File: src/ctpo_pkg.sv
// ----------------------------------------------------------------------------
// ctpo_pkg: shared types and constants for collision test and push-out
// beat structs for both channels, queue entry layout and shape codes
// ----------------------------------------------------------------------------
package ctpo_pkg;

  // shape pair codes
  localparam logic [1:0] OP_SPH_SPH = 2'd0;
  localparam logic [1:0] OP_CYL_CYL = 2'd1;
  localparam logic [1:0] OP_SPH_CYL = 2'd2;

  // default depth of the queue between front and back
  localparam int QDepthDefault = 4;

  // bits of the integer root and of each push-out quotient
  localparam int RootBits = 32;
  localparam int QuotBits = 32;

  typedef struct packed {
    logic [1:0]         op;
    logic signed [31:0] a_x;
    logic signed [31:0] a_y;
    logic signed [31:0] a_z;
    logic [30:0]        a_radius;
    logic [30:0]        a_height;
    logic signed [31:0] b_x;
    logic signed [31:0] b_y;
    logic signed [31:0] b_z;
    logic [30:0]        b_radius;
    logic [30:0]        b_height;
  } in_item_t;

  typedef struct packed {
    logic               hit;
    logic signed [31:0] new_b_x;
    logic signed [31:0] new_b_y;
    logic signed [31:0] new_b_z;
    logic               coincident;
  } out_item_t;

  // per-item context carried through both halves
  typedef struct packed {
    logic [1:0]         op;
    logic               hit;
    logic               coin;
    logic signed [31:0] a_x;
    logic signed [31:0] a_y;
    logic signed [31:0] a_z;
    logic signed [31:0] b_x;
    logic signed [31:0] b_y;
    logic signed [31:0] b_z;
    logic [2:0]         d_neg;    // {z, y, x} sign of b - a
    logic [31:0]        d_mag_x;
    logic [31:0]        d_mag_y;
    logic [31:0]        d_mag_z;
    logic [31:0]        range;    // a_radius + b_radius
  } ctx_t;

  typedef struct packed {
    ctx_t        ctx;
    logic [63:0] dist_sq;         // valid on a hit, below 2^64 there
  } q_item_t;

endpackage

File: src/ctpo_fifo.sv
// ----------------------------------------------------------------------------
// ctpo_fifo: queue between classification and push-out
// small register fifo, lets front and back stall on their own
// ----------------------------------------------------------------------------
module ctpo_fifo import ctpo_pkg::*; #(
  parameter int Depth = QDepthDefault
) (
  input  logic    clk,
  input  logic    rst_n,
  input  logic    push,
  input  q_item_t wr_data,
  input  logic    pop,
  output q_item_t rd_data,
  output logic    full,
  output logic    empty
);

  localparam int PtrW = (Depth > 1) ? $clog2(Depth) : 1;
  localparam int CntW = $clog2(Depth + 1);
  localparam logic [PtrW-1:0] LastPtr = PtrW'(Depth - 1);
  localparam logic [CntW-1:0] FullCnt = CntW'(Depth);

  q_item_t         mem_r [Depth];
  logic [PtrW-1:0] wr_ptr_r, rd_ptr_r;
  logic [CntW-1:0] cnt_r;

  assign full    = (cnt_r == FullCnt);
  assign empty   = (cnt_r == '0);
  assign rd_data = mem_r[rd_ptr_r];

  always_ff @(posedge clk) begin
    if (!rst_n) begin
      wr_ptr_r <= '0;
      rd_ptr_r <= '0;
      cnt_r    <= '0;
    end else begin
      if (push) wr_ptr_r <= (wr_ptr_r == LastPtr) ? '0 : wr_ptr_r + 1'b1;
      if (pop)  rd_ptr_r <= (rd_ptr_r == LastPtr) ? '0 : rd_ptr_r + 1'b1;
      if (push && !pop)      cnt_r <= cnt_r + 1'b1;
      else if (pop && !push) cnt_r <= cnt_r - 1'b1;
    end
  end

  always_ff @(posedge clk) begin
    if (push) mem_r[wr_ptr_r] <= wr_data;
  end

  a_no_overflow: assert property (@(posedge clk) disable iff (!rst_n) push |-> !full)
    else $error("push into full queue");
  a_no_underflow: assert property (@(posedge clk) disable iff (!rst_n) pop |-> !empty)
    else $error("pop from empty queue");
  a_cnt_track: assert property (@(posedge clk) disable iff (!rst_n)
    (push && !pop) |=> (cnt_r == $past(cnt_r) + 1'b1))
    else $error("queue count lost a push");

endmodule

File: config.mk
export PLATFORM = sky130hd
export DESIGN_NAME = ctpo_fifo
export DESIGN_NICKNAME = d
export VERILOG_FILES = /design/src/ctpo_pkg.sv /design/src/ctpo_fifo.sv
export SDC_FILE = /design/constraint.sdc
export NUM_CORES = 1
export LEC_CHECK = 0
export BUFFER_PORTS_ARGS = -buffer_cell sky130_fd_sc_hd__buf_2
export CORE_ASPECT_RATIO = 0.8
export CORE_MARGIN = 3
export CORE_UTILIZATION = 50
export CTS_BUF_LIST = sky130_fd_sc_hd__clkbuf_2 sky130_fd_sc_hd__clkbuf_4 sky130_fd_sc_hd__clkbuf_8
export CTS_CLUSTER_SIZE = 8
export DETAILED_ROUTE_END_ITERATION = 8
export GPL_TIMING_DRIVEN = 0
export PLACE_DENSITY = 0.79
export SYNTH_ARGS = -nofsm -noshare
export SYNTH_HDL_FRONTEND = slang
export SYNTH_SLANG_ARGS = --single-unit
File: constraint.sdc
create_clock -name clk -period 13.8 [get_ports clk]
set_input_delay 2.76 -clock clk [delete_from_list [all_inputs] [get_ports clk]]
set_output_delay 2.76 -clock clk [all_outputs]
set_load 0.005 [all_outputs]
==> run metrics, run 1 <==
Non-Filler Instances=around 4800; Avg Inst Size Synth=approximately 27 um^2; Clk pin slew, worst setup/hold paths=0.06 ns; Crit Path Class=reg2out; DP Wirelength=83.04 mm; post-CTS setup buffer count=0; critical path arrival=between 2 and 3 ns; Setup Total Neg Slack=0 ns; vias=26554; RSZ-0062 raised after global routing=false; crit-path max FO=10; P&R area growth vs syn=18.59%; worst-margin pin slew=between 0.7 and 0.8 ns; hold_buf cts=0; DIE HEIGHT=308.8 um; asr flop ratio synth=0%; Max Cap Viol=0; CP startpoint kind=flip-flop; Post-synth EDFFs=around 1600; Mapped Nets=around 2500; initial core utilization=between 50% and 60%; Hold Worst Slack=between 0.5 and 0.6 ns; largest area contributor in the netlist=edfxtp_1; share of cells above drive strength 1=between 40% and 50%; number of global-route vias before repair=around 28000; Sink Count=roughly 1600; # resized after CTS=0; placed cells=approximately 4400; Worst slew margin=between 40 and 50%; Layout fillers=about 7600; Cell Area, Placed=63970 um^2; IO Count=788; total wire length=around 130 mm; WL per Instance=26.23 um; post-synthesis sequential area ratio=between 80% and 90%; synth top area cells=edfxtp_1 82%, mux4_2 15%, buf_12 1.5%, buf_2 0.38%, dfxtp_1 0.31%; Synth top area share=81.93%; routed vias/inst=between 5 and 6; Max Clock Skew=about 0.034 ns; CP Data Required Time=11.04 ns; CP Buf/Inv Count=4; Peak Freq=~0.18 GHz; Synth Flop Type=edfxtp_1; Synthesis Warnings=0; GRT Overall Usage=about a fifth; # H-tree levels=4; GP Congestion=between 0.7 and 0.8; FF+latch area=47150 um^2; initial drt markers=about 2200; Peak VDD IR=between 0.1 and 0.15 mV; core footprint=between 100000 and 150000 um^2; Leak=approximately 23 nW; number of buffers created by CTS=about 230; gr ovfl total=0; Synth Instances=around 2100; Post-Syn Area=between 50000 and 60000 um^2; Tcrit/Tclk final=41.25%; pwr dens=roughly 140 nW/um^2; status=finished, final reports clean; final count of hold timing violations=0; most common library cells after synthesis=1564 x edfxtp_1, 391 x mux4_2, 43 x buf_12, 43 x buf_2, 9 x dfxtp_1; DIE WIDTH=a little under 400 um; largest net degree at the start of global routing=61; NumNets Final=~3500; initial antenna violation count=64; Final Critical Period=roughly 5.7 ns; clk_lat worst skew=0.92 ns; CTS tree=yes; final slew viol count=0; CTS root buf=clkbuf_8; slowest CP cell=buf_2; Hold Path Class=reg2reg; Crit path max-delay family=buffers and inverters; cell mode on critical path=buf_2; TritonRoute pass-1 iters=5; PortBufs=about 790; DR DRC count=0; critical-path cell list=clkbuf_1 -> buf_2 -> buf_2 -> mux4_2 -> buf_2; total chip power=between 9 and 10 mW; top-count cell post-synth=edfxtp_1; Clock Path Buffers=3; #FFs+latches synth=about 1600; critical path endpoint category=primary output; design area=around 68000 um^2; Cell Rows=110; die area=~120000 um^2; area of the multi-input gates=9079 um^2; global-route wire length before repair=around 180 mm; Netlist cell types=22; # setup viols final=0; Routed Antenna Nets=0; worst stage delay on the critical path=approximately 0.40 ns
-- state kept, by name, indices dropped and copies added, names as in the netlist, named ones only --
signal	flops
cnt_r	3
mem_r	1564
rd_ptr_r	2
wr_ptr_r	2
-- stage by stage --
stage          setup WS [ns]  util [%]
2_1_floorplan          1.443         -
3_3_place_gp          -5.410     55.82
3_5_place_dp           8.579     56.55
4_1_cts                7.777     59.98
5_1_grt                7.811     60.05
6_report               8.107     60.09
-- power breakdown --
part,leakage [nW],internal (mW),switching (mW),total [mW]
Clock,2.03,1.69,1.61,3.30
Sequential,14.4,5.48,0.0482,5.53
Combinational,6.31,0.429,0.478,0.907
Total,22.8,7.60,2.14,9.74
-- cell families (layout without fill, tap and decap cells) --
| kind of cell | after synthesis | in the layout | synth area share (%) |
|---|---|---|---|
| DFF | 1573 | 1573 | 82.25 |
| muxes | 395 | 395 | 15.43 |
| buffers and inverters | 92 | 1236 | 1.930 |
| and+or+nand+nor | 15 | 15 | 0.1572 |
| adders and majority gates | 7 | 7 | 0.1659 |
| AOI/OAI and AO/OA | 3 | 3 | 0.03493 |
| xor gates and xnor gates | 2 | 2 | 0.03057 |
| other | 0 | 49 | 0 |
-- cell type report --
cell class | instances | share of cell area, %
flip-flops and latches | 1573 | 69.35
multi-input cells | 422 | 13.36
clock buffers | 297 | 5.397
clock inverters | 30 | 0.3166
well taps | 1512 | 2.783
inverters | 4 | 0.02209
repair buffers | 817 | 6.987
plain buffers | 88 | 1.605
diodes | 49 | 0.1804
-- worst paths after layout --
check	end	cells past startpoint	slack (ns)	startpoint
worst max-delay path	rd_data[241]	5	8.11	flip-flop
worst max register to register	mem_r[1][117]$_DFFE_PP_	6	11.02	wr_ptr_r[0]$_SDFFE_PN0P_
worst min-delay path	cnt_r[2]$_SDFFE_PN0P_	2	0.51	cnt_r[2]$_SDFFE_PN0P_
worst min register to register	cnt_r[2]$_SDFFE_PN0P_	2	0.51	cnt_r[2]$_SDFFE_PN0P_
-- worst register-to-register path, delay by kind of cell, from the launching register on --
| family | cells | cell delay [ns] |
|---|---|---|
| DFF | 1 | 0.41 |
| and+or+nand+nor | 1 | 0.52 |
| buffers and inverters | 4 | 1.28 |
| adders and majority gates | 1 | 0.17 |
-- layer usage --
metal	global-route usage [%]	share of wire, %	vias up
met2	34.40	52	1193
met3	7.888	9.7	247
met4	9.079	3.3	46
li1	-	-	11265
met5	0	0.26	-
met1	25.04	35	13803
-- layout by cell type (no fill, tap or decap), types with 2 or more instances in the layout --
cell type	Yosys	layout
dfxtp_1	9	9
edfxtp_1	1564	1564
clkinvlp_4	0	10
inv_1	4	4
clkinv_8	0	2
buf_2	43	830
and2_4	0	4
clkinv_1	0	12
clkbuf_4	0	67
clkbuf_8	0	230
nor3_1	2	2
buf_16	0	28
mux4_2	391	391
nor2b_1	5	5
clkinv_2	0	3
buf_12	43	45
ha_1	6	6
diode_2	0	49
mux2i_1	4	4
No activity file was read; power rests on OpenSTA's default activity.
==> inputs of run 2 (changes only) <==
Clock period 13.8 ns to 5.75 ns, I/O delays scaled along.
==> run 2 against run 1 <==
Global-route usage fell by 0.16 points. Critical path depth did not move. Largest cell class unchanged. First-iteration DRC count fell by 16%. Critical path type unchanged. Clock skew fell by 0.0062 ns.
==> run metrics, run 2 (same netlist as run 1, synthesis figures left out) <==
core footprint=113100 um^2 (unchanged); GP Congestion=0.7623 (+1.5%); # setup viols final=0 (unchanged); CP Data Required Time=4.60 ns (-6.44 ns); final count of hold timing violations=0 (unchanged); number of buffers created by CTS=226 (-0.44%); DP Wirelength=85.06 mm (+2.4%); initial antenna violation count=45 (-30%); Leak=22.80 nW (about the same); CP startpoint kind=flip-flop; DIE WIDTH=384.6 um (unchanged); global-route wire length before repair=181.5 mm (-0.20%); WP depth=5 (unchanged); hold_buf cts=0 (unchanged); initial drt markers=1809 (-16%); crit-path max FO=10 (unchanged); final slew viol count=0 (unchanged); Largest regs=mem_r: 1564 flops, cnt_r: 3 flops; Routed Antenna Nets=0 (unchanged); P&R area growth vs syn=18.52% (about the same); Crit path max-delay family=buffers and inverters; # H-tree levels=4 (unchanged); Clk pin slew, worst setup/hold paths=0.06 ns (about the same); CTS tree=yes; Non-Filler Instances=4778 (-0.29%); total wire length=124.7 mm (-0.79%); placed cells=4414 (-0.045%); worst r2r src=wr_ptr_r[0]$_SDFFE_PN0P_; Worst slew margin=45.87% (-3.8 points); CP Buf/Inv Count=4 (unchanged); die area=118800 um^2 (unchanged); R2R depth=7 (+1); Max Clock Skew=0.02792 ns (-0.006216 ns); critical-path cell list=clkbuf_1 -> buf_2 -> buf_2 -> mux4_2 -> buf_2; DIE HEIGHT=308.8 um (unchanged); critical path arrival=3.20 ns (+0.27 ns); initial core utilization=50.67% (unchanged); Top reg by flops=mem_r; Crit Path Class=reg2out; most frequent cells in the layout=1564 x edfxtp_1, 830 x buf_2, 391 x mux4_2; # resized after CTS=0 (unchanged); largest net degree at the start of global routing=63 (+3.3%); Clock Path Buffers=3 (unchanged); reg2reg end=mem_r[2][48]$_DFFE_PP_; pwr dens=344.7 nW/um^2 (+140%); Peak Freq=approximately 0.23 GHz; cell mode on critical path=buf_2; WL per Instance=26.10 um (-0.50%); number of flip-flops under the largest register name=1564 (unchanged); hold depth=1 (-1); IO Count=788 (unchanged); gr ovfl total=0 (unchanged); slowest CP cell=mux4_2; clk_lat worst skew=0.88 ns (-0.04 ns); TritonRoute pass-1 iters=5 (unchanged); Final Critical Period=~4.3 ns; PortBufs=787 (unchanged); Tcrit/Tclk final=around 76%; Hold Path Class=in2reg; CTS root buf=clkbuf_8; hold endpoint=mem_r[3][68]$_DFFE_PP_; Sink Count=1573 (unchanged); Hold Crit Start=wr_data[68]; post-CTS setup buffer count=0 (unchanged); vias=26306 (-0.93%); Cell Rows=110 (unchanged); worst stage delay on the critical path=0.52 ns (+0.12 ns); DR DRC count=0 (unchanged); most common cell after layout, fill and taps aside=edfxtp_1; routed vias/inst=5.506 (-0.64%); NumNets Final=3532 (-0.085%); Setup Total Neg Slack=0 ns (unchanged); status=finished, final reports clean; RSZ-0062 raised after global routing=false; share of cells above drive strength 1=49.86% (-0.093 points); GRT Overall Usage=20.80% (-0.16 points); number of global-route vias before repair=28136 (-0.49%); R2R Setup Slk=2.65 ns (-8.37 ns); Final Util=60.05% (about the same); Peak VDD IR=0.2421 mV (+110%); worst-margin pin slew=0.8119 ns (+0.05773 ns); Max Cap Viol=0 (unchanged); critical path endpoint category=primary output
[run 2: cell types whose count changed in the layout (fill, tap and decap cells not counted), moves of 2 or more]
cell and delta:
clkinv_2 -2, diode_2 -10, clkinvlp_4 -7, buf_16 -2, clkbuf_8 +6
[run 2: through the flow]
step	hold WS, ns	area [um^2]	worst slack (ns)	total power, mW
after CTS	0.3481	67840	1.112	23.66
after global placement	0.4924	63160	-0.7707	15.64
after global routing	0.3807	67880	1.122	24.29
final	0.4696	67940	1.403	23.42
after floorplan	0.4724	57330	1.451	14.62
after detailed placement	0.5534	63920	1.928	15.71
[run 2: layer usage]
metal  share of wire, %  vias up  global-route usage [%]
met4                2.8       32                   7.052
met2                 52     1034                   35.28
li1                   -    11232                       -
met5               0.15        -                       0
met3                9.4      222                   7.741
met1                 35    13786                   24.71
[run 2: worst max path at each step]
stage                   start                      end
finish              flip-flop             rd_data[352]
global route        flip-flop             rd_data[276]
floorplan                push    mem_r[0][0]$_DFFE_PP_
global placement         push  mem_r[1][184]$_DFFE_PP_
CTS                 flip-flop             rd_data[271]
detailed placement       push  mem_r[2][377]$_DFFE_PP_
[run 2: power breakdown]
| group | internal, mW | switching (mW) |
|---|---|---|
| clock | 4.17 | 3.81 |
| sequential | 13.2 | 0.112 |
| combinational | 1.02 | 1.14 |
[run 2: final cells by class]
class / instances / area (um^2)
well taps: 1512 / 1892
fillers: 7587 / 45200
plain buffers: 88 / 1091
inverters: 4 / 15.01
clock buffers: 303 / 3751
repair buffers: 815 / 4695
diodes: 39 / 97.59
multi-input cells: 422 / 9079
flip-flops and latches: 1573 / 47150
clock inverters: 22 / 171.4
==> inputs of run 3 (changes only) <==
Settings changed: ABC_AREA set to 1.
Clock period 5.75 ns to 4.5 ns, I/O delays scaled along.
==> run 3 against run 2 <==
Synthesized cell count rose by 84%. Final cell count rose by 38%. Global-route usage rose by 5.0 points. First-iteration DRC count rose by 110%. Clock skew rose by 0.011 ns. Register-to-register slack got worse by 0.93 ns. Critical endpoint is now rd_data[185].
==> run metrics, run 3 <==
Clock Path Buffers=3 (unchanged); NumNets Final=5309 (+50%); initial drt markers=3819 (+110%); Top reg by flops=mem_r; top-count cell post-synth=edfxtp_1; Clk pin slew, worst setup/hold paths=0.06 ns (about the same); routed vias/inst=5.749 (+4.4%); Met3 Wirelength=18.34 mm (+56%); # H-tree levels=4 (unchanged); initial core utilization=50.54% (-0.12 points); Peak Freq=~0.25 GHz; status=finished, final reports clean; share of cells above drive strength 1=26.78% (-23 points); CTS tree=yes; CP Data Required Time=3.60 ns (-1.00 ns); met1 WL=58.18 mm (+32%); GP Congestion=0.8137 (+6.7%); Hold Worst Slack=0.1528 ns (-0.3167 ns); WL per Instance=24.30 um (-6.9%); PortBufs=787 (unchanged); Hold Path Class=in2reg; Final WS setup=0.4375 ns (-0.9654 ns); CP Buf/Inv Count=5 (+1); pwr dens=442.9 nW/um^2 (+28%); CTS root buf=clkbuf_8; Post-Syn Area=58120 um^2 (+1.4%); # setup viols final=0 (unchanged); largest area contributor in the netlist=edfxtp_1; Synth top area share=80.80% (-1.1 points); vias=37925 (+44%); DP Wirelength=106.0 mm (+25%); met2 wire len=78.15 mm (+20%); Synthesis Warnings=0 (unchanged); Sink Count=1573 (unchanged); clk_lat worst skew=0.96 ns (+0.08 ns); TritonRoute pass-1 iters=5 (unchanged); Netlist cell types=22 (unchanged); crit-path max FO=10 (unchanged); Post-synth EDFFs=1564 (unchanged); total wire length=160.3 mm (+29%); core footprint=115000 um^2 (+1.6%); Cell Rows=111 (+0.91%); Largest regs=mem_r: 1564 flops, cnt_r: 3 flops; DIE HEIGHT=311.0 um (+0.68%); Max Clock Skew=0.03889 ns (+0.01096 ns); most common cell after layout, fill and taps aside=edfxtp_1; cell mode on critical path=buf_2; Tcrit/Tclk final=90.28%; final slew viol count=0 (unchanged); critical path endpoint category=primary output; number of flip-flops under the largest register name=1564 (unchanged); worst stage delay on the critical path=0.44 ns (-0.08 ns); # resized after CTS=0 (unchanged); most frequent cells in the layout=1564 x edfxtp_1, 882 x buf_2, 790 x nor2_1; GRT Overall Usage=25.79% (+5.0 points); synth top area cells=edfxtp_1 81%, o21ai_0 6.2%, nor2_1 5.1%, o22ai_1 4.2%, buf_2 0.82%; Crit path max-delay family=buffers and inverters; RSZ-0062 raised after global routing=false; most common library cells after synthesis=1564 x edfxtp_1, 790 x nor2_1, 725 x o21ai_0; largest net degree at the start of global routing=39 (-38%); Max Cap Viol=0 (unchanged); critical-path cell list=clkbuf_2 -> inv_1 -> buf_2 -> buf_2 -> o21ai_0 -> o22ai_1 -> buf_2; slowest CP cell=buf_2; Mapped Nets=4242 (+70%); asr flop ratio synth=0% (unchanged); Routed Antenna Nets=0 (unchanged); Leak=24.14 nW (+5.9%); DIE WIDTH=387.2 um (+0.69%); gr ovfl total=0 (unchanged); DR DRC count=0 (unchanged); CP startpoint kind=flip-flop; post-synthesis sequential area ratio=81.11% (-1.1 points); die area=120400 um^2 (+1.4%); number of buffers created by CTS=229 (+1.3%); global-route wire length before repair=233.3 mm (+29%); P&R area growth vs syn=18.99%; hold_buf cts=0 (unchanged); critical path arrival=3.16 ns (-0.04 ns); Avg Inst Size Synth=15.14 um^2 (-45%); DR top layer=met5; initial antenna violation count=57 (+27%); IO Count=788 (unchanged); post-CTS setup buffer count=0 (unchanged); Worst slew margin=40.63% (-5.2 points); #FFs+latches synth=1573 (unchanged); Final Critical Period=4.062 ns; worst-margin pin slew=0.8905 ns (+0.07860 ns); final count of hold timing violations=0 (unchanged); Crit Path Class=reg2out; number of global-route vias before repair=37240 (+32%); Peak VDD IR=0.3737 mV (+54%); Synth Flop Type=edfxtp_1; Synth Instances=3840 (+84%); dpl ws=1.224 ns (-0.7041 ns)
run 3: report_power, final:
group / total, mW / internal [mW] / switching (mW)
registers: 16.9 / 16.8 / 0.128
clock network: 10.4 / 5.31 / 5.10
logic: 3.33 / 1.10 / 2.22
total: 30.6 / 23.2 / 7.45
run 3: per-layer routing:
layer  up-vias  track usage [%]
met4        28            10.12
met1     18528            32.81
met5         -                0
met2      2217            41.68
met3       351            7.995
li1      16801                -
run 3: logic make-up (layout without fill, tap and decap cells):
logic type / count (synthesis) / in the layout / synth area share, %
DFF: 1573 / 1573 / 81.11
AOI/OAI and AO/OA: 1179 / 1179 / 10.99
and+or+nand+nor: 804 / 804 / 5.207
buffers and inverters: 276 / 1448 / 2.508
adders and majority gates: 7 / 7 / 0.1636
xor gates and xnor gates: 1 / 1 / 0.01507
other: 0 / 60 / 0
run 3: final timing paths:
path	depth (start not counted)	from	slack, ns	endpoint
min	1	wr_data[383]	0.15	mem_r[3][383]$_DFFE_PP_
min reg2reg	2	wr_ptr_r[1]$_SDFFE_PN0P_	0.53	wr_ptr_r[1]$_SDFFE_PN0P_
max reg2reg	7	wr_ptr_r[0]$_SDFFE_PN0P_	1.72	mem_r[0][231]$_DFFE_PP_
max	7	flip-flop	0.44	rd_data[185]
run 3: cell type report:
class,instances,area (um^2)
multi-input combinational,1991,9585
tap,1525,1908
clock inverter,37,284.0
sequential,1573,47150
inverter,16,80.08
clock buffer,299,3690
fill,8359,45830
antenna,60,150.1
buffer,260,1393
timing repair buffer,836,4927
run 3: through the flow:
stage	util, %	power (mW)	std cells	cell area [um^2]	TNS, ns
6_report	60.14	30.63	6597	69160	0
5_1_grt	60.07	31.69	6563	69080	0
4_1_cts	60.01	30.72	6537	69010	0
3_5_place_dp	56.56	20.49	6201	65040	0
3_3_place_gp	55.70	20.56	6152	64050	-
2_1_floorplan	-	18.79	3840	58200	-4216.97
